## config.mk

```make
export PLATFORM = sky130hd
export DESIGN_NAME = keypad_bus_frame_receiver
export DESIGN_NICKNAME = d
export VERILOG_FILES = /design/src/hw/rtl/kbfr_pkg.sv /design/src/hw/rtl/kbfr_front.sv /design/src/hw/rtl/kbfr_job_fifo.sv /design/src/hw/rtl/kbfr_back.sv /design/src/hw/rtl/keypad_bus_frame_receiver.sv
export SDC_FILE = /design/constraint.sdc
export NUM_CORES = 1
export LEC_CHECK = 0
export ABC_AREA = 1
export CAP_MARGIN = 40
export CORE_MARGIN = 3
export CORE_UTILIZATION = 24
export CTS_CLUSTER_SIZE = 30
export DETAILED_ROUTE_END_ITERATION = 16
export DONT_BUFFER_PORTS = 1
export RECOVER_POWER = 50
export SLEW_MARGIN = 15
export SYNTH_ARGS = -nofsm -noshare
export SYNTH_HDL_FRONTEND = slang
export SYNTH_HIERARCHICAL = 1
export SYNTH_SLANG_ARGS = --single-unit
```

## constraint.sdc

```tcl
create_clock -name clk -period 2.66 [get_ports clk]
set_input_delay 0.399 -clock clk [delete_from_list [all_inputs] [get_ports clk]]
set_output_delay 0.399 -clock clk [all_outputs]
set_load 0.01 [all_outputs]
```

## src/hw/rtl/kbfr_pkg.sv

```systemverilog
// Shared types and constants for the keypad bus frame receiver.
package kbfr_pkg;

  localparam int MAX_FRAME_BYTES = 40;
  localparam int KEY_QUEUE_DEPTH = 8;
  localparam int JOB_FIFO_DEPTH  = 4;

  localparam int FRAME_LEN_W = 6;
  localparam int KEY_PTR_W   = (KEY_QUEUE_DEPTH > 1) ? $clog2(KEY_QUEUE_DEPTH) : 1;
  localparam int KEY_CNT_W   = $clog2(KEY_QUEUE_DEPTH + 1);
  localparam int JOB_PTR_W   = $clog2(JOB_FIFO_DEPTH);
  localparam int JOB_CNT_W   = $clog2(JOB_FIFO_DEPTH + 1);

  typedef logic [FRAME_LEN_W-1:0] frame_len_t;
  typedef logic [KEY_PTR_W-1:0]   key_ptr_t;
  typedef logic [KEY_CNT_W-1:0]   key_cnt_t;
  typedef logic [JOB_PTR_W-1:0]   job_ptr_t;
  typedef logic [JOB_CNT_W-1:0]   job_cnt_t;

  // frame status codes
  localparam logic [1:0] ST_GOOD_OURS  = 2'd0;
  localparam logic [1:0] ST_GOOD_OTHER = 2'd1;
  localparam logic [1:0] ST_CSUM_FAIL  = 2'd2;
  localparam logic [1:0] ST_OVERFLOW   = 2'd3;

  // result kinds
  localparam logic KIND_STATUS = 1'b0;
  localparam logic KIND_REPLY  = 1'b1;

  // header bits
  localparam int HDR_ACK_BIT     = 2;
  localparam int STAT_WARN_BIT   = 2;
  localparam int STAT_ALARM_BIT  = 1;
  localparam logic [3:0] REPLY_HDR_LOW = 4'h2;
  localparam logic [7:0] NO_LAST_KEY   = 8'hFF;

  typedef struct packed {
    logic       func;
    logic [7:0] data_byte;
  } in_item_t;

  typedef struct packed {
    logic       kind;
    logic [1:0] frame_status;
    logic       ack_seen;
    logic       warning_flag;
    logic       alarm_flag;
    logic       warning_rose;
    logic       alarm_rose;
    logic [7:0] reply_byte;
    logic       last;
  } out_item_t;

  // one frame event handed from front to back
  typedef struct packed {
    logic [1:0] frame_status;
    logic       ack_seen;
    logic       warning_flag;
    logic       alarm_flag;
    logic       warning_rose;
    logic       alarm_rose;
    logic [7:0] key_field;
  } job_t;

  // queue status seen by each side
  typedef struct packed {
    logic full;
    logic empty;
  } fifo_stat_t;

endpackage

```

## src/hw/rtl/kbfr_front.sv

```systemverilog
// Front end: frame parser, checksum, flags and key queue; emits one job per frame event.
module kbfr_front (
  input  logic               clk,
  input  logic               rst,
  input  logic               in_valid,
  input  logic               stall,
  input  kbfr_pkg::in_item_t in_item,
  input  logic [3:0]         device_id,
  output logic               job_valid,
  output kbfr_pkg::job_t     job
);

  logic                  in_frame, in_frame_next;
  logic [7:0]            previous_byte, previous_byte_next;
  kbfr_pkg::frame_len_t  frame_length, frame_length_next;
  logic [7:0]            running_sum, running_sum_next;
  logic [7:0]            header_byte, header_byte_next;
  logic [7:0]            status_byte, status_byte_next;
  logic                  warning_state, warning_state_next;
  logic                  alarm_state, alarm_state_next;
  logic [7:0]            last_key_field, last_key_field_next;
  kbfr_pkg::key_ptr_t    key_head, key_head_next;
  kbfr_pkg::key_ptr_t    key_tail, key_tail_next;
  kbfr_pkg::key_cnt_t    key_count, key_count_next;
  logic [7:0]            key_store [kbfr_pkg::KEY_QUEUE_DEPTH];

  logic                  accept;
  logic                  key_push;
  logic [7:0]            rx;
  logic [7:0]            cs;
  kbfr_pkg::frame_len_t  len_inc;
  logic                  for_us, ack, w, a;
  logic [7:0]            key_field;

  function automatic kbfr_pkg::key_ptr_t next_slot(input kbfr_pkg::key_ptr_t p);
    next_slot = (p == kbfr_pkg::key_ptr_t'(kbfr_pkg::KEY_QUEUE_DEPTH - 1))
              ? '0 : kbfr_pkg::key_ptr_t'(p + 1'b1);
  endfunction

  function automatic logic [3:0] map_key(input logic [7:0] k_in);
    logic [7:0] k;
    k = k_in;
    if (k >= "A" && k <= "Z") k = k + 8'd32;
    if (k >= "1" && k <= "9") map_key = 4'(k - "0");
    else if (k == "0") map_key = 4'ha;
    else if (k == "f" || k == "*") map_key = 4'hb;
    else if (k == "v" || k == "#") map_key = 4'hc;
    else if (k == "p") map_key = 4'hd;
    else if (k == "x" || k == ";" || k == "n") map_key = 4'he;
    else if (k == 8'd13 || k == "+" || k == "y") map_key = 4'hf;
    else map_key = 4'h0;
  endfunction

  assign accept = in_valid && !stall;
  assign rx     = in_item.data_byte;

  always_comb begin
    in_frame_next       = in_frame;
    previous_byte_next  = previous_byte;
    frame_length_next   = frame_length;
    running_sum_next    = running_sum;
    header_byte_next    = header_byte;
    status_byte_next    = status_byte;
    warning_state_next  = warning_state;
    alarm_state_next    = alarm_state;
    last_key_field_next = last_key_field;
    key_head_next       = key_head;
    key_tail_next       = key_tail;
    key_count_next      = key_count;
    key_push            = 1'b0;
    job_valid           = 1'b0;
    job                 = '0;
    cs                  = running_sum;
    len_inc             = kbfr_pkg::frame_len_t'(frame_length + 1'b1);
    for_us              = (header_byte[7:4] == device_id);
    ack                 = header_byte[kbfr_pkg::HDR_ACK_BIT];
    w                   = status_byte[kbfr_pkg::STAT_WARN_BIT];
    a                   = status_byte[kbfr_pkg::STAT_ALARM_BIT];
    key_field           = '0;

    if (accept) begin
      if (in_item.func) begin
        if (key_count < kbfr_pkg::key_cnt_t'(kbfr_pkg::KEY_QUEUE_DEPTH)) begin
          key_push       = 1'b1;
          key_tail_next  = next_slot(key_tail);
          key_count_next = kbfr_pkg::key_cnt_t'(key_count + 1'b1);
        end
      end else if (!in_frame) begin
        if (previous_byte == 8'd0 && rx != 8'd0) begin
          in_frame_next     = 1'b1;
          frame_length_next = kbfr_pkg::frame_len_t'(1);
          running_sum_next  = '0;
          header_byte_next  = rx;
          status_byte_next  = '0;
        end
        previous_byte_next = rx;
      end else begin
        previous_byte_next = rx;
        frame_length_next  = len_inc;
        if (frame_length == kbfr_pkg::frame_len_t'(1)) status_byte_next = rx;
        if (rx != 8'd0) begin
          running_sum_next = running_sum + previous_byte;
          if (len_inc >= kbfr_pkg::frame_len_t'(kbfr_pkg::MAX_FRAME_BYTES)) begin
            in_frame_next      = 1'b0;
            job_valid          = 1'b1;
            job.frame_status   = kbfr_pkg::ST_OVERFLOW;
            job.warning_flag   = warning_state;
            job.alarm_flag     = alarm_state;
          end
        end else begin
          // terminator: previous byte was the checksum
          in_frame_next = 1'b0;
          job_valid     = 1'b1;
          if (cs == 8'd0) cs = 8'd1;
          // status byte is taken from rx when the frame is header and zero only
          if (frame_length == kbfr_pkg::frame_len_t'(1)) begin
            w = 1'b0;
            a = 1'b0;
          end
          if (cs != previous_byte) begin
            job.frame_status = kbfr_pkg::ST_CSUM_FAIL;
            job.warning_flag = warning_state;
            job.alarm_flag   = alarm_state;
          end else begin
            warning_state_next = w;
            alarm_state_next   = a;
            job.warning_flag   = w;
            job.alarm_flag     = a;
            job.warning_rose   = w && !warning_state;
            job.alarm_rose     = a && !alarm_state;
            if (!for_us) begin
              job.frame_status = kbfr_pkg::ST_GOOD_OTHER;
            end else begin
              job.frame_status = kbfr_pkg::ST_GOOD_OURS;
              job.ack_seen     = ack;
              if (ack) begin
                if (key_count != '0) begin
                  key_field      = {map_key(key_store[key_head]), 4'h0};
                  key_head_next  = next_slot(key_head);
                  key_count_next = kbfr_pkg::key_cnt_t'(key_count - 1'b1);
                end
                last_key_field_next = key_field;
              end else begin
                key_field = (last_key_field == kbfr_pkg::NO_LAST_KEY) ? 8'd0
                                                                       : last_key_field;
              end
              job.key_field = key_field;
            end
          end
        end
      end
    end
  end

  always_ff @(posedge clk) begin
    if (rst) begin
      in_frame       <= 1'b0;
      previous_byte  <= 8'hFF;
      frame_length   <= '0;
      running_sum    <= '0;
      header_byte    <= '0;
      status_byte    <= '0;
      warning_state  <= 1'b0;
      alarm_state    <= 1'b0;
      last_key_field <= kbfr_pkg::NO_LAST_KEY;
      key_head       <= '0;
      key_tail       <= '0;
      key_count      <= '0;
    end else begin
      in_frame       <= in_frame_next;
      previous_byte  <= previous_byte_next;
      frame_length   <= frame_length_next;
      running_sum    <= running_sum_next;
      header_byte    <= header_byte_next;
      status_byte    <= status_byte_next;
      warning_state  <= warning_state_next;
      alarm_state    <= alarm_state_next;
      last_key_field <= last_key_field_next;
      key_head       <= key_head_next;
      key_tail       <= key_tail_next;
      key_count      <= key_count_next;
    end
  end

  always_ff @(posedge clk) begin
    if (key_push) begin
      key_store[key_tail] <= rx;
    end
  end

endmodule

```

## src/hw/rtl/kbfr_job_fifo.sv

```systemverilog
// Short job queue between the front end and the result sequencer.
module kbfr_job_fifo (
  input  logic                 clk,
  input  logic                 rst,
  input  logic                 push,
  input  kbfr_pkg::job_t       push_job,
  input  logic                 pop,
  output kbfr_pkg::job_t       head_job,
  output kbfr_pkg::fifo_stat_t stat
);

  kbfr_pkg::job_t   mem [kbfr_pkg::JOB_FIFO_DEPTH];
  kbfr_pkg::job_ptr_t wr_ptr, rd_ptr;
  kbfr_pkg::job_cnt_t count, count_next;
  logic do_push, do_pop;

  assign stat.full  = (count == kbfr_pkg::job_cnt_t'(kbfr_pkg::JOB_FIFO_DEPTH));
  assign stat.empty = (count == '0);
  assign do_push    = push && !stat.full;
  assign do_pop     = pop && !stat.empty;
  assign head_job   = mem[rd_ptr];

  always_comb begin
    count_next = count;
    if (do_push && !do_pop) count_next = kbfr_pkg::job_cnt_t'(count + 1'b1);
    if (!do_push && do_pop) count_next = kbfr_pkg::job_cnt_t'(count - 1'b1);
  end

  always_ff @(posedge clk) begin
    if (rst) begin
      wr_ptr <= '0;
      rd_ptr <= '0;
      count  <= '0;
    end else begin
      count <= count_next;
      if (do_push) wr_ptr <= kbfr_pkg::job_ptr_t'(wr_ptr + 1'b1);
      if (do_pop)  rd_ptr <= kbfr_pkg::job_ptr_t'(rd_ptr + 1'b1);
    end
  end

  always_ff @(posedge clk) begin
    if (do_push) mem[wr_ptr] <= push_job;
  end

endmodule

```

## src/hw/rtl/kbfr_back.sv

```systemverilog
// Result sequencer: turns each job into a status item and, for our frames, four reply items.
module kbfr_back (
  input  logic                 clk,
  input  logic                 rst,
  input  kbfr_pkg::job_t       head_job,
  input  kbfr_pkg::fifo_stat_t fifo_stat,
  output logic                 pop,
  input  logic [3:0]           device_id,
  output logic                 out_valid,
  input  logic                 out_stall,
  output kbfr_pkg::out_item_t  out_item
);

  typedef enum logic [4:0] {
    SEQ_STATUS = 5'b00001,
    SEQ_HDR    = 5'b00010,
    SEQ_KEY    = 5'b00100,
    SEQ_ZERO   = 5'b01000,
    SEQ_SUM    = 5'b10000
  } seq_state_t;

  seq_state_t          state, state_next;
  logic [7:0]          key_field, key_field_next;
  logic                out_valid_next;
  kbfr_pkg::out_item_t out_item_next;
  logic                load;
  logic [7:0]          hdr;

  assign load = !out_valid || !out_stall;
  assign hdr  = {device_id, kbfr_pkg::REPLY_HDR_LOW};

  always_comb begin
    state_next     = state;
    key_field_next = key_field;
    out_valid_next = out_valid;
    out_item_next  = out_item;
    pop            = 1'b0;
    if (load) begin
      out_item_next      = '0;
      out_item_next.kind = kbfr_pkg::KIND_REPLY;
      out_valid_next     = 1'b1;
      unique case (state)
        SEQ_STATUS: begin
          out_item_next.kind = kbfr_pkg::KIND_STATUS;
          if (fifo_stat.empty) begin
            out_valid_next = 1'b0;
          end else begin
            pop                        = 1'b1;
            out_item_next.frame_status = head_job.frame_status;
            out_item_next.ack_seen     = head_job.ack_seen;
            out_item_next.warning_flag = head_job.warning_flag;
            out_item_next.alarm_flag   = head_job.alarm_flag;
            out_item_next.warning_rose = head_job.warning_rose;
            out_item_next.alarm_rose   = head_job.alarm_rose;
            if (head_job.frame_status == kbfr_pkg::ST_GOOD_OURS) begin
              key_field_next = head_job.key_field;
              state_next     = SEQ_HDR;
            end else begin
              out_item_next.last = 1'b1;
            end
          end
        end
        SEQ_HDR: begin
          out_item_next.reply_byte = hdr;
          state_next               = SEQ_KEY;
        end
        SEQ_KEY: begin
          out_item_next.reply_byte = key_field;
          state_next               = SEQ_ZERO;
        end
        SEQ_ZERO: begin
          state_next = SEQ_SUM;
        end
        SEQ_SUM: begin
          out_item_next.reply_byte = hdr + key_field;
          out_item_next.last       = 1'b1;
          state_next               = SEQ_STATUS;
        end
        default: begin
          out_valid_next = 1'b0;
          state_next     = SEQ_STATUS;
        end
      endcase
    end
  end

  always_ff @(posedge clk) begin
    if (rst) begin
      state     <= SEQ_STATUS;
      out_valid <= 1'b0;
    end else begin
      state     <= state_next;
      out_valid <= out_valid_next;
    end
  end

  always_ff @(posedge clk) begin
    key_field <= key_field_next;
    out_item  <= out_item_next;
  end

endmodule

```

## src/hw/rtl/keypad_bus_frame_receiver.sv

```systemverilog
// Keypad bus frame receiver, top level.
// Takes one item per cycle while in_stall is low: a line byte from the panel (func 0)
// or a host key press (func 1). The front end parses zero-delimited frames with a
// running checksum, keeps the warning/alarm flags and the key queue, and finishes
// each item in the cycle it is accepted. Every frame end or overflow becomes one job
// in a four-entry queue. The result sequencer turns a job into one status item,
// followed by four reply items when the frame was good and addressed to device_id;
// it emits one item per cycle from a registered output while out_stall is low, so a
// job yields one or five output items. in_stall rises only when the job queue is
// full, so input runs at one item per cycle unless frames for this keypad arrive
// faster than one per five line bytes or the output is held off. device_id must be
// written through cfg_we/cfg_data while the block is idle; the block does not enforce it.
module keypad_bus_frame_receiver (
  input  logic                clk,
  input  logic                rst,
  input  logic                in_valid,
  output logic                in_stall,
  input  kbfr_pkg::in_item_t  in_item,
  output logic                out_valid,
  input  logic                out_stall,
  output kbfr_pkg::out_item_t out_item,
  input  logic                cfg_we,
  input  logic [3:0]          cfg_data
);

  logic [3:0]           device_id;
  logic                 job_valid;
  kbfr_pkg::job_t       job;
  kbfr_pkg::job_t       head_job;
  kbfr_pkg::fifo_stat_t fifo_stat;
  logic                 pop;

  // keypad address register
  always_ff @(posedge clk) begin
    if (rst) begin
      device_id <= '0;
    end else if (cfg_we) begin
      device_id <= cfg_data;
    end
  end

  // input is held off only while the job queue is full
  assign in_stall = fifo_stat.full;

  kbfr_front u_front (
    .clk       (clk),
    .rst       (rst),
    .in_valid  (in_valid),
    .stall     (fifo_stat.full),
    .in_item   (in_item),
    .device_id (device_id),
    .job_valid (job_valid),
    .job       (job)
  );

  kbfr_job_fifo u_fifo (
    .clk      (clk),
    .rst      (rst),
    .push     (job_valid),
    .push_job (job),
    .pop      (pop),
    .head_job (head_job),
    .stat     (fifo_stat)
  );

  kbfr_back u_back (
    .clk       (clk),
    .rst       (rst),
    .head_job  (head_job),
    .fifo_stat (fifo_stat),
    .pop       (pop),
    .device_id (device_id),
    .out_valid (out_valid),
    .out_stall (out_stall),
    .out_item  (out_item)
  );

endmodule

```

# Yosys cells after proc, flatten, opt, wreduce, memory -nomap -nowiden
# Memories as Yosys holds them, arrays and structs flattened. A register that Yosys moved wholly into a read port is not among the register bits.
# Cells that the tools add are included.
[word_totals]
output_inout_bits = 19
reg_bits = 96
ram_bits = 124
mem_count = 2
[op_classes]
bitwise_logic = 6
n_addsub = 13
n_lt_le_gt_ge = 6
eq_ne = 31
n_mux = 102
n_reduce_logical = 51
[mem_list]
columns = ["memory", "words", "width", "rd", "rd_ports_with_merged_regs", "wr", "line_no", "rtl"]
rows = [
  ["u_front.key_store", 8, 8, 1, 1, 1, "kbfr_front.sv:25", "logic [7:0] key_store [kbfr_pkg::KEY_QUEUE_DEPTH];"],
  ["u_fifo.mem", 4, 15, 1, 1, 1, "kbfr_job_fifo.sv:12", "kbfr_pkg::job_t mem [kbfr_pkg::JOB_FIFO_DEPTH];"],
]
[op_table]
columns = ["op", "n"]
rows = [
  ["8-bit two-way mux", 22],
  ["4-bit two-way mux", 15],
  ["8-bit by 7-bit equality test with 1-bit output, second input constant", 6],
  ["15-bit two-way mux", 3],
  ["8-bit by 6-bit equality test with 1-bit output, second input constant", 5],
  ["1-bit two-way mux", 35],
  ["3-bit two-way mux", 8],
  ["8-bit one-hot mux with 3 select lines", 1],
  ["10-bit two-way mux", 2],
  ["5-bit one-hot mux with 4 select lines", 1],
  ["8-bit adder", 2],
  ["8-bit logical NOT", 2],
  ["2-bit two-way mux", 8],
  ["4-bit AND reduction", 4],
  ["8-bit AND reduction", 2],
  ["6-bit two-way mux", 2],
  ["2-bit nonzero test", 6],
  ["1-bit logical AND", 10],
  ["5-bit two-way mux", 2],
  ["2-bit != test, second input constant", 5],
  ["3-bit by 1-bit adder with 3-bit output, second input constant", 3],
  ["3-bit equality test, second input constant", 3],
  ["3-bit AND reduction", 3],
  ["8-bit by 6-bit adder with 8-bit output, second input constant", 1],
  ["36 further kinds", 58],
]

# Logic depth before layout (Yosys ltp)
# Gate-level depths: netlist of run 1.
[logic_depth]
word_depth = 30
mapped_depth = 24
depth_no_buf = 23

# Modules after synthesis
# The synthesis of run 1 kept the hierarchy.
[modules_own_cells]
columns = ["mod", "instances", "area_per_inst_um2", "cells_per_inst", "seq_area_each_um2"]
rows = [
  ["kbfr_front", 1, 6157.2, 735, 2922.8],
  ["kbfr_job_fifo", 1, 2775.2, 215, 1981.9],
  ["kbfr_back", 1, 1503.9, 165, 870.8],
  ["keypad_bus_frame_receiver", 1, 172.7, 26, 80.1],
]

# Worst setup path before layout of run 1
# OpenSTA, ideal clock, no wires.
[synth_path]
kind = "register to register"
from = "reg with a tool-made name"
to = "mem u_fifo/mem[0][6] (netlist bit) (data pin)"
slack_ns = 0.041
arrival_ns = 2.348
required_ns = 2.389
stages_incl_launch_ff = 20
period_less_slack_ns = 2.619
setup_time_ns = 0.271
path_cell_list = "dfxtp_1 buf_6 buf_6 nor2_1 nor2_1 o21ai_1 o21ai_0 o21ai_1 inv_1 ha_1 inv_1 nand4_2 nand2_4 nor2_4 nand3_2 nand3_2 nor2_2 nand2_2 o21bai_2 a21oi_1"
[synth_lines]
columns = ["item", "line_no"]
rows = [
  ["end, declared", "kbfr_job_fifo.sv:12"],
]

==> results of run 1 <==
-- placed cells by master, fill, tap and decap left out, types with 10 or more instances in the layout --
master	count
sky130_fd_sc_hd__a21oi_1	49
sky130_fd_sc_hd__nand2_2	16
sky130_fd_sc_hd__dlygate4sd3_1	11
sky130_fd_sc_hd__edfxtp_1	149
sky130_fd_sc_hd__nand3_2	14
sky130_fd_sc_hd__clkbuf_16	24
sky130_fd_sc_hd__nor2_1	151
sky130_fd_sc_hd__inv_2	10
sky130_fd_sc_hd__o22ai_1	18
sky130_fd_sc_hd__buf_4	44
sky130_fd_sc_hd__xor2_1	12
sky130_fd_sc_hd__o21ai_1	38
sky130_fd_sc_hd__inv_1	146
sky130_fd_sc_hd__nand2_1	195
sky130_fd_sc_hd__o21ai_0	33
sky130_fd_sc_hd__dfxtp_1	66
sky130_fd_sc_hd__ha_1	24
sky130_fd_sc_hd__nand3_1	71
sky130_fd_sc_hd__clkbuf_1	17
sky130_fd_sc_hd__nor3_1	13
sky130_fd_sc_hd__nor2_2	11
-- critical path: cells and delay by family, from the launching register on --
kind | cells | cell delay [ns]
AND/OR/NAND/NOR | 11 | 1.07
flip-flops | 1 | 0.37
AO/OA/AOI/OAI | 3 | 0.37
adder cells (fa/ha/maj) | 1 | 0.27
buffers and inverters | 3 | 0.26
-- routing by layer --
layer | up-vias | part of all wire [%] | wire length [µm]
met5 | - | 0 | 0
met1 | 3716 | 43 | 10500
li1 | 3941 | - | -
met2 | 140 | 50 | 12200
met4 | 0 | 2.2 | 538
met3 | 41 | 4.6 | 1120
-- cell type report --
| cell class | instances | area [µm²] | share of cell area [%] |
|---|---|---|---|
| multi-input combinational | 732 | 4020 | 31.7 |
| inverter | 160 | 612 | 4.83 |
| clock buffer | 33 | 654 | 5.17 |
| timing repair buffer | 74 | 623 | 4.92 |
| tap | 585 | 732 | 5.78 |
| sequential | 218 | 5860 | 46.3 |
| clock inverter | 11 | 168 | 1.32 |
-- through the flow --
| step | hold WS (ns) | instance area [µm²] | worst slack [ns] | power, µW |
|---|---|---|---|---|
| detailed placement | 0.450 | 11600 | -0.0372 | 4500 |
| floorplan | 0.440 | 10600 | 0.0407 | 4350 |
| global route | 0.0217 | 12700 | -0.146 | 8240 |
| global placement | 0.449 | 11600 | -0.000515 | 4480 |
| CTS | 0.00129 | 12600 | 0.0100 | 8020 |
| finish | 0.0222 | 12700 | 0.0473 | 7930 |
-- flip-flops by register name, summed over array words and instances (netlist names), 2 cells and up, named ones only --
| signal | flops |
|---|---|
| u_front/key_tail | 3 |
| u_front/frame_length | 6 |
| u_fifo/rd_ptr | 2 |
| u_front/header_byte | 5 |
| u_back/key_field | 8 |
| u_front/previous_byte | 8 |
| u_fifo/count | 3 |
| u_front/status_byte | 2 |
| u_front/last_key_field | 5 |
| device_id | 4 |
| u_front/key_head | 3 |
| u_front/running_sum | 8 |
| u_fifo/mem | 60 |
| u_front/key_store | 64 |
| u_front/key_count | 4 |
| u_fifo/wr_ptr | 2 |
| u_back/state | 5 |
| u_back/out_item | 17 |
-- repair_timing --
action / in CTS / in global routing
cloned: 0 / 0
hold endpoints to repair: 102 / 0
gates resized for setup: 4 / 39
buffers inserted: 0 / 5
hold buffers: 12 / 0
endpoints found under the setup margin: 17 / 23
pin swaps: 1 / 16
-- cell families (layout without fill, tap and decap cells) --
kind of cell / Yosys count / count (layout)
simple gates: 516 / 516
flops: 218 / 218
buf+inv: 191 / 278
compound gates: 173 / 173
fa+ha+maj: 29 / 29
xor+xnor: 14 / 14
-- path summary, 6_finish.rpt --
| check | depth (start not counted) | slack (ns) | endpoint |
|---|---|---|---|
| worst max-delay path | 18 | 0.05 | u_fifo/mem[2][7] |
| worst min-delay path | 2 | 0.02 | u_front/previous_byte[1] |
| worst max register to register | 18 | 0.05 | u_fifo/mem[2][7] |
| worst min register to register | 2 | 0.46 | u_front/status_byte[2] |
-- synth_stat cells (6+ instances only) --
master,number
sky130_fd_sc_hd__inv_1,144
sky130_fd_sc_hd__o21ai_2,11
sky130_fd_sc_hd__nand2_4,7
sky130_fd_sc_hd__buf_6,11
sky130_fd_sc_hd__nor2_1,154
sky130_fd_sc_hd__nand2_1,196
sky130_fd_sc_hd__clkbuf_1,7
sky130_fd_sc_hd__o21ai_0,30
sky130_fd_sc_hd__nand2_2,16
sky130_fd_sc_hd__dfxtp_1,69
sky130_fd_sc_hd__edfxtp_1,149
sky130_fd_sc_hd__a21oi_1,51
sky130_fd_sc_hd__inv_2,12
sky130_fd_sc_hd__nand3_2,13
sky130_fd_sc_hd__ha_1,26
sky130_fd_sc_hd__nor2_2,10
sky130_fd_sc_hd__nor4_1,9
sky130_fd_sc_hd__o21ai_1,39
sky130_fd_sc_hd__nand4_1,7
sky130_fd_sc_hd__nor2_4,7
sky130_fd_sc_hd__o22ai_1,18
sky130_fd_sc_hd__nand3_1,73
sky130_fd_sc_hd__nor3_1,13
sky130_fd_sc_hd__xor2_1,12
sky130_fd_sc_hd__buf_4,6
sky130_fd_sc_hd__buf_2,7
-- power breakdown --
group          internal [µW]  switching [µW]
combinational            216             399
clock                   2110            1350
sequential              3740             116
total                   6070            1870
==> flow_metrics.py, run 1 <==
metrics = {
    "synth": {
        "postSynth.topFlopCell": "sky130_fd_sc_hd__edfxtp_1",
        "synth_adder_area_share_pct": 3.63,
        "synth-xor-area-share_pct": 1.16,
        "post_synth_and_or_nand_nor_area_fraction_pct": 22.6,
        "syn_avg_cell_area_um2": 9.30,
        "synth_edf_count": 149,
        "ys_seq_elements": 218,
        "synth_area_leaders": "sky130_fd_sc_hd__edfxtp_1, sky130_fd_sc_hd__dfxtp_1, sky130_fd_sc_hd__nand2_1",
        "ys_seq_area_share_pct": 55.2,
        "netlist-cell-type-count": 47,
        "synth.largest_area_cell": "sky130_fd_sc_hd__edfxtp_1",
        "mappedNetlistNets": 1188,
        "synth.area.mux_share_pct": 0,
        "netlist_area_before_placement_um2": 10600,
        "yosysTopAreaCellShare_pct": 42.2,
        "synth_compound_gate_area_share_pct": 9.51,
        "yosysWarnings": 6,
        "synthesis.instances": 1141,
        "postSynth.asyncResetShare_pct": 0,
        "dominant_combinational_cell_family_by_area_after_synthesis": "simple AND/OR/NAND/NOR gates",
    },
    "setup_path": {
        "crit_path_cell_trace": "buf_6 -> nor2_1 -> nor2_1 -> o21ai_1 -> nand3_1 -> nand2_2 -> inv_1 -> ha_1 -> inv_1 -> nand4_2 -> nand2_4 -> nor2_4 -> nand3_2 -> nand3_2 -> nor2_4 -> nand2_4 -> o21bai_4 -> a21oi_4",
        "required_time_at_the_endpoint_of_the_critical_path_ns": 2.92,
        "critical_path_arrival_ns": 2.88,
        "endpoint_kind": "flip-flop",
        "critPathMaxStageDelay_ns": 0.37,
        "critical_path.slowest_cell": "sky130_fd_sc_hd__dfxtp_4",
        "timing_worst_setup_path_type": "reg -> reg",
        "timing.critical_path.fanout_max": 15,
        "worstSetupStartpointType": "flip-flop",
    },
    "timing": {
        "clock-skew-final_ns": 0.0248,
        "setup_total_negative_slack_ns": 0,
        "report.final.hold_viol_count": 0,
        "min_period_ns": 2.61,
        "fmaxAchievable_mhz": 383,
        "maxSlewHeadroom_pct": 20.9,
        "rsz0062_at_grt": "yes",
        "timing_worst_slew_pin_value_ns": 1.19,
        "layout_worst_path_cycle_share_pct": 98.2,
        "report.final.setup_viol": 0,
        "report.final.slew_viol_count": 0,
    },
    "clocking": {
        "cts.root.buffer_cell": "sky130_fd_sc_hd__clkbuf_16",
        "numCtsBuffers": 24,
        "tritoncts": "yes",
        "h_tree_depth_reported_by_cts": 1,
        "clock-sinks": 218,
        "worst_skew_pair.late_latency_ns": 0.54,
        "cts_max_path_buffers": 3,
        "path_clk_slew_ns": 0.06,
    },
    "global_route": {
        "grt-ovfl-total": 0,
        "met3_usage_grt_pct": 1.85,
        "first_global_vias": 7608,
        "gr-usage-met2_pct": 18.3,
        "number_of_antenna_violations_at_the_first_check_in_global_routing": 0,
        "gr-max-usage-layer": "met2",
        "track_usage_pct": 10.2,
        "grt_pass1_wl_mm": 38.7,
        "global_route.usage.met1_pct": 12.3,
        "grt_max_degree": 33,
    },
    "floorplan": {
        "number_of_rows_created_at_floorplan": 76,
        "fp.dieArea_um2": 46800,
        "horizontal_die_dimension_um": 216,
        "die_h_um": 216,
        "placeableCoreArea_um2": 43400,
        "initial_core_util_pct": 24.5,
        "top_level_ports": 37,
    },
    "hold_path": {
        "type_of_the_worst_min_delay_path": "in -> reg",
        "timing.hold.worst.start": "in_item[1]",
    },
    "cells_and_area": {
        "finish.net_count": 1257,
        "layoutNonFillerInstCount": 1813,
        "drive_gt1_share_pct": 15.6,
        "antenna-diode-count": 0,
        "area_delta_synth_final_pct": 19.4,
        "finish.utilization_pct": 29.2,
        "n_fill_cell": 4528,
    },
    "routing": {
        "first_iter_violations": 546,
        "detail_route.wirelength_mm": 24.4,
        "post-route-drc-count": 0,
        "drt-pass1-iter-count": 5,
        "vias": 7838,
        "antenna_violating_nets_post_route": 0,
        "routed_wire_length_per_instance_um": 13.5,
        "viasPerCell": 4.32,
    },
    "pwr": {
        "vdd.ir_drop.worst_v": 0.000393,
        "p_leak_uw": 0.00521,
        "power_density_nw_per_um2": 626,
    },
    "placed_design": {
        "gpl.final_weighted_congestion": 0.871,
        "numPlacedInstances": 1752,
        "io_buffers": 0,
        "dp_hpwl_mm": 16.2,
    },
    "job": {
        "max_cap_viol_count": 0,
    },
    "status": {
        "outcome": "finished, final reports clean",
    },
}
Note: power is estimated with default switching activity, not from simulation.
==> run 2: changes to the inputs <==
--- a/config.mk
+++ b/config.mk
@@ -7,9 +7,10 @@
 export LEC_CHECK = 0
 export ABC_AREA = 1
 export CAP_MARGIN = 40
+export CORE_ASPECT_RATIO = 1.2
 export CORE_MARGIN = 3
 export CORE_UTILIZATION = 24
-export CTS_CLUSTER_SIZE = 30
+export CTS_CLUSTER_SIZE = 12
 export DETAILED_ROUTE_END_ITERATION = 16
 export DONT_BUFFER_PORTS = 1
 export RECOVER_POWER = 50
==> run 2 against run 1 <==
Against the previous run: the flow now finishes with violations (setup timing); sequential power is essentially flat; critical path depth grew 1; clock power fell by 16%; largest power group unchanged.
==> flow_metrics.py, run 2 (synthesis results as in run 1) <==
metrics = {
    "setup_path": {
        "worstSetupStartpointType": "flip-flop",
        "r2r.worst_path.cells": 19,
        "critical_path_arrival_ns": 2.95,
        "required_time_at_the_endpoint_of_the_critical_path_ns": 2.91,
        "endpoint": "u_fifo/mem[3][6]",
        "endpoint_kind": "flip-flop",
        "setup.reg_to_reg.worst_slack_ns": -0.04,
        "rr_endpoint": "u_fifo/mem[3][6]",
        "timing_worst_setup_path_type": "reg -> reg",
        "timing.critical_path.fanout_max": 7,
    },
    "clocking": {
        "numCtsBuffers": 23,
        "worst_skew_pair.late_latency_ns": 0.52,
        "cts.root.buffer_cell": "sky130_fd_sc_hd__clkbuf_16",
        "h_tree_depth_reported_by_cts": 1,
        "tritoncts": "yes",
        "path_clk_slew_ns": 0.07,
        "cts_max_path_buffers": 3,
        "clock-sinks": 218,
    },
    "cells_and_area": {
        "largest_registers": "u_front/key_store (64), u_fifo/mem (60), u_back/out_item (17)",
        "area_delta_synth_final_pct": 19.7,
        "largest_register_ffs": 64,
        "finish.net_count": 1270,
        "top_register_by_number_of_flip_flops": "u_front/key_store",
        "drive_gt1_share_pct": 18.2,
        "fin_area_um2": 12700,
        "n_fill_cell": 4470,
        "antenna-diode-count": 0,
        "layoutNonFillerInstCount": 1792,
        "finish.utilization_pct": 29.4,
        "layout.cells.most_common": "sky130_fd_sc_hd__nand2_1",
        "layout_common_cells": "sky130_fd_sc_hd__nand2_1, sky130_fd_sc_hd__nor2_1, sky130_fd_sc_hd__edfxtp_1, sky130_fd_sc_hd__inv_1, sky130_fd_sc_hd__nand3_1",
    },
    "timing": {
        "report.final.hold_viol_count": 0,
        "min_period_ns": 2.70,
        "fmaxAchievable_mhz": 371,
        "clock-skew-final_ns": 0.0120,
        "maxSlewHeadroom_pct": 17.3,
        "hold_ws_ns": 0.0213,
        "report.final.setup_viol": 16,
        "layout_worst_path_cycle_share_pct": 101,
        "report.final.slew_viol_count": 0,
        "rsz0062_at_grt": "yes",
        "finalWorstSetupSlack_ns": -0.0354,
        "timing_worst_slew_pin_value_ns": 1.24,
    },
    "placed_design": {
        "place_worst_setup_slack_ns": -0.119,
        "numPlacedInstances": 1727,
        "gpl.final_weighted_congestion": 0.806,
        "io_buffers": 0,
        "postPlaceCellArea_um2": 11600,
        "dp_hpwl_mm": 16.5,
    },
    "global_route": {
        "gr-max-usage-layer": "met2",
        "number_of_antenna_violations_at_the_first_check_in_global_routing": 0,
        "track_usage_pct": 10.0,
        "grt_pass1_wl_mm": 38.4,
        "grt-ovfl-total": 0,
        "first_global_vias": 7505,
        "gr-usage-met2_pct": 18.7,
        "met3_usage_grt_pct": 1.73,
        "grt_max_degree": 29,
        "global_route.usage.met1_pct": 11.4,
    },
    "routing": {
        "viasPerCell": 4.32,
        "first_iter_violations": 418,
        "drt-pass1-iter-count": 4,
        "post-route-drc-count": 0,
        "detail_route.wirelength_mm": 24.4,
        "antenna_violating_nets_post_route": 0,
        "routed_wire_length_per_instance_um": 13.6,
        "vias": 7738,
    },
    "floorplan": {
        "fp.dieArea_um2": 46800,
        "number_of_rows_created_at_floorplan": 83,
        "top_level_ports": 37,
        "die_h_um": 236,
        "placeableCoreArea_um2": 43200,
        "initial_core_util_pct": 24.6,
        "horizontal_die_dimension_um": 198,
    },
    "pwr": {
        "power_density_nw_per_um2": 580,
        "p_leak_uw": 0.00525,
        "vdd.ir_drop.worst_v": 0.000338,
    },
    "job": {
        "max_cap_viol_count": 0,
    },
    "hold_path": {
        "type_of_the_worst_min_delay_path": "in -> reg",
    },
    "status": {
        "violations": "setup timing",
        "outcome": "complete, but fails checks",
    },
}
[run 2: layout make-up]
type | count | area (µm²) | area share, %
flip-flops and latches | 218 | 5860 | 46.2
multi-input cells | 732 | 4120 | 32.4
repair buffers | 88 | 742 | 5.84
well taps | 552 | 691 | 5.44
clock buffers | 36 | 628 | 4.94
inverters | 160 | 622 | 4.90
clock inverters | 6 | 36.3 | 0.286
[run 2: worst min path at each step]
stage / from / endpoint / slack [ns] / cells after the start
global placement: u_front/status_byte[2] / u_front/status_byte[2] / 0.45 / 2
global route: in_item[5] / u_front/previous_byte[5] / 0.02 / 2
detailed placement: u_front/status_byte[2] / u_front/status_byte[2] / 0.45 / 2
CTS: in_item[5] / u_front/previous_byte[5] / 0.0009 / 2
finish: in_item[5] / u_front/previous_byte[5] / 0.02 / 2
floorplan: u_front/key_head[2] / flip-flop / 0.44 / 2
[run 2: power by group]
| group | internal [µW] | leakage (µW) | switching, µW |
|---|---|---|---|
| clock | 1630 | 0.000324 | 1270 |
| sequential | 3740 | 0.00195 | 113 |
| combinational | 223 | 0.00298 | 402 |
[run 2: repair_timing]
| action | 4_1_cts | 5_1_grt |
|---|---|---|
| pin swaps | 1 | 35 |
| cloned | 0 | 3 |
| hold buffers | 11 | 0 |
| setup endpoints to repair | 16 | 25 |
| endpoints found under the hold margin | 97 | 0 |
| buffers inserted | 1 | 8 |
| gates resized for setup | 7 | 69 |
[run 2: per-stage QoR]
step | power (µW) | setup TNS [ns]
after global routing | 7730 | -3.22
after global placement | 4480 | -0.685
after floorplan | 4350 | 0
after detailed placement | 4500 | -1.32
final | 7370 | -0.371
after CTS | 7470 | 0
[run 2: critical path, stage by stage (launching register included)]
cell,delay (ns)
sky130_fd_sc_hd__dfxtp_4,0.39
sky130_fd_sc_hd__buf_12,0.13
sky130_fd_sc_hd__clkinv_8,0.07
sky130_fd_sc_hd__clkbuf_16,0.16
sky130_fd_sc_hd__o21ai_1,0.14
sky130_fd_sc_hd__nand3_1,0.11
sky130_fd_sc_hd__nand2_2,0.11
sky130_fd_sc_hd__nand2_2,0.07
sky130_fd_sc_hd__nor2_4,0.19
sky130_fd_sc_hd__nand4_2,0.15
sky130_fd_sc_hd__nand2_4,0.12
sky130_fd_sc_hd__inv_4,0.05
sky130_fd_sc_hd__nand2_4,0.09
sky130_fd_sc_hd__nor2_4,0.04
sky130_fd_sc_hd__nand2_1,0.07
sky130_fd_sc_hd__nand2_1,0.07
sky130_fd_sc_hd__nor2_2,0.12
sky130_fd_sc_hd__nand2_4,0.08
sky130_fd_sc_hd__o21bai_4,0.18
sky130_fd_sc_hd__a21oi_4,0.08
[run 2: layer usage]
layer / share of wire, % / vias up
li1: - / 3958
met1: 40 / 3610
met2: 53 / 131
met3: 3.8 / 39
met4: 3.1 / 0
met5: 0 / -
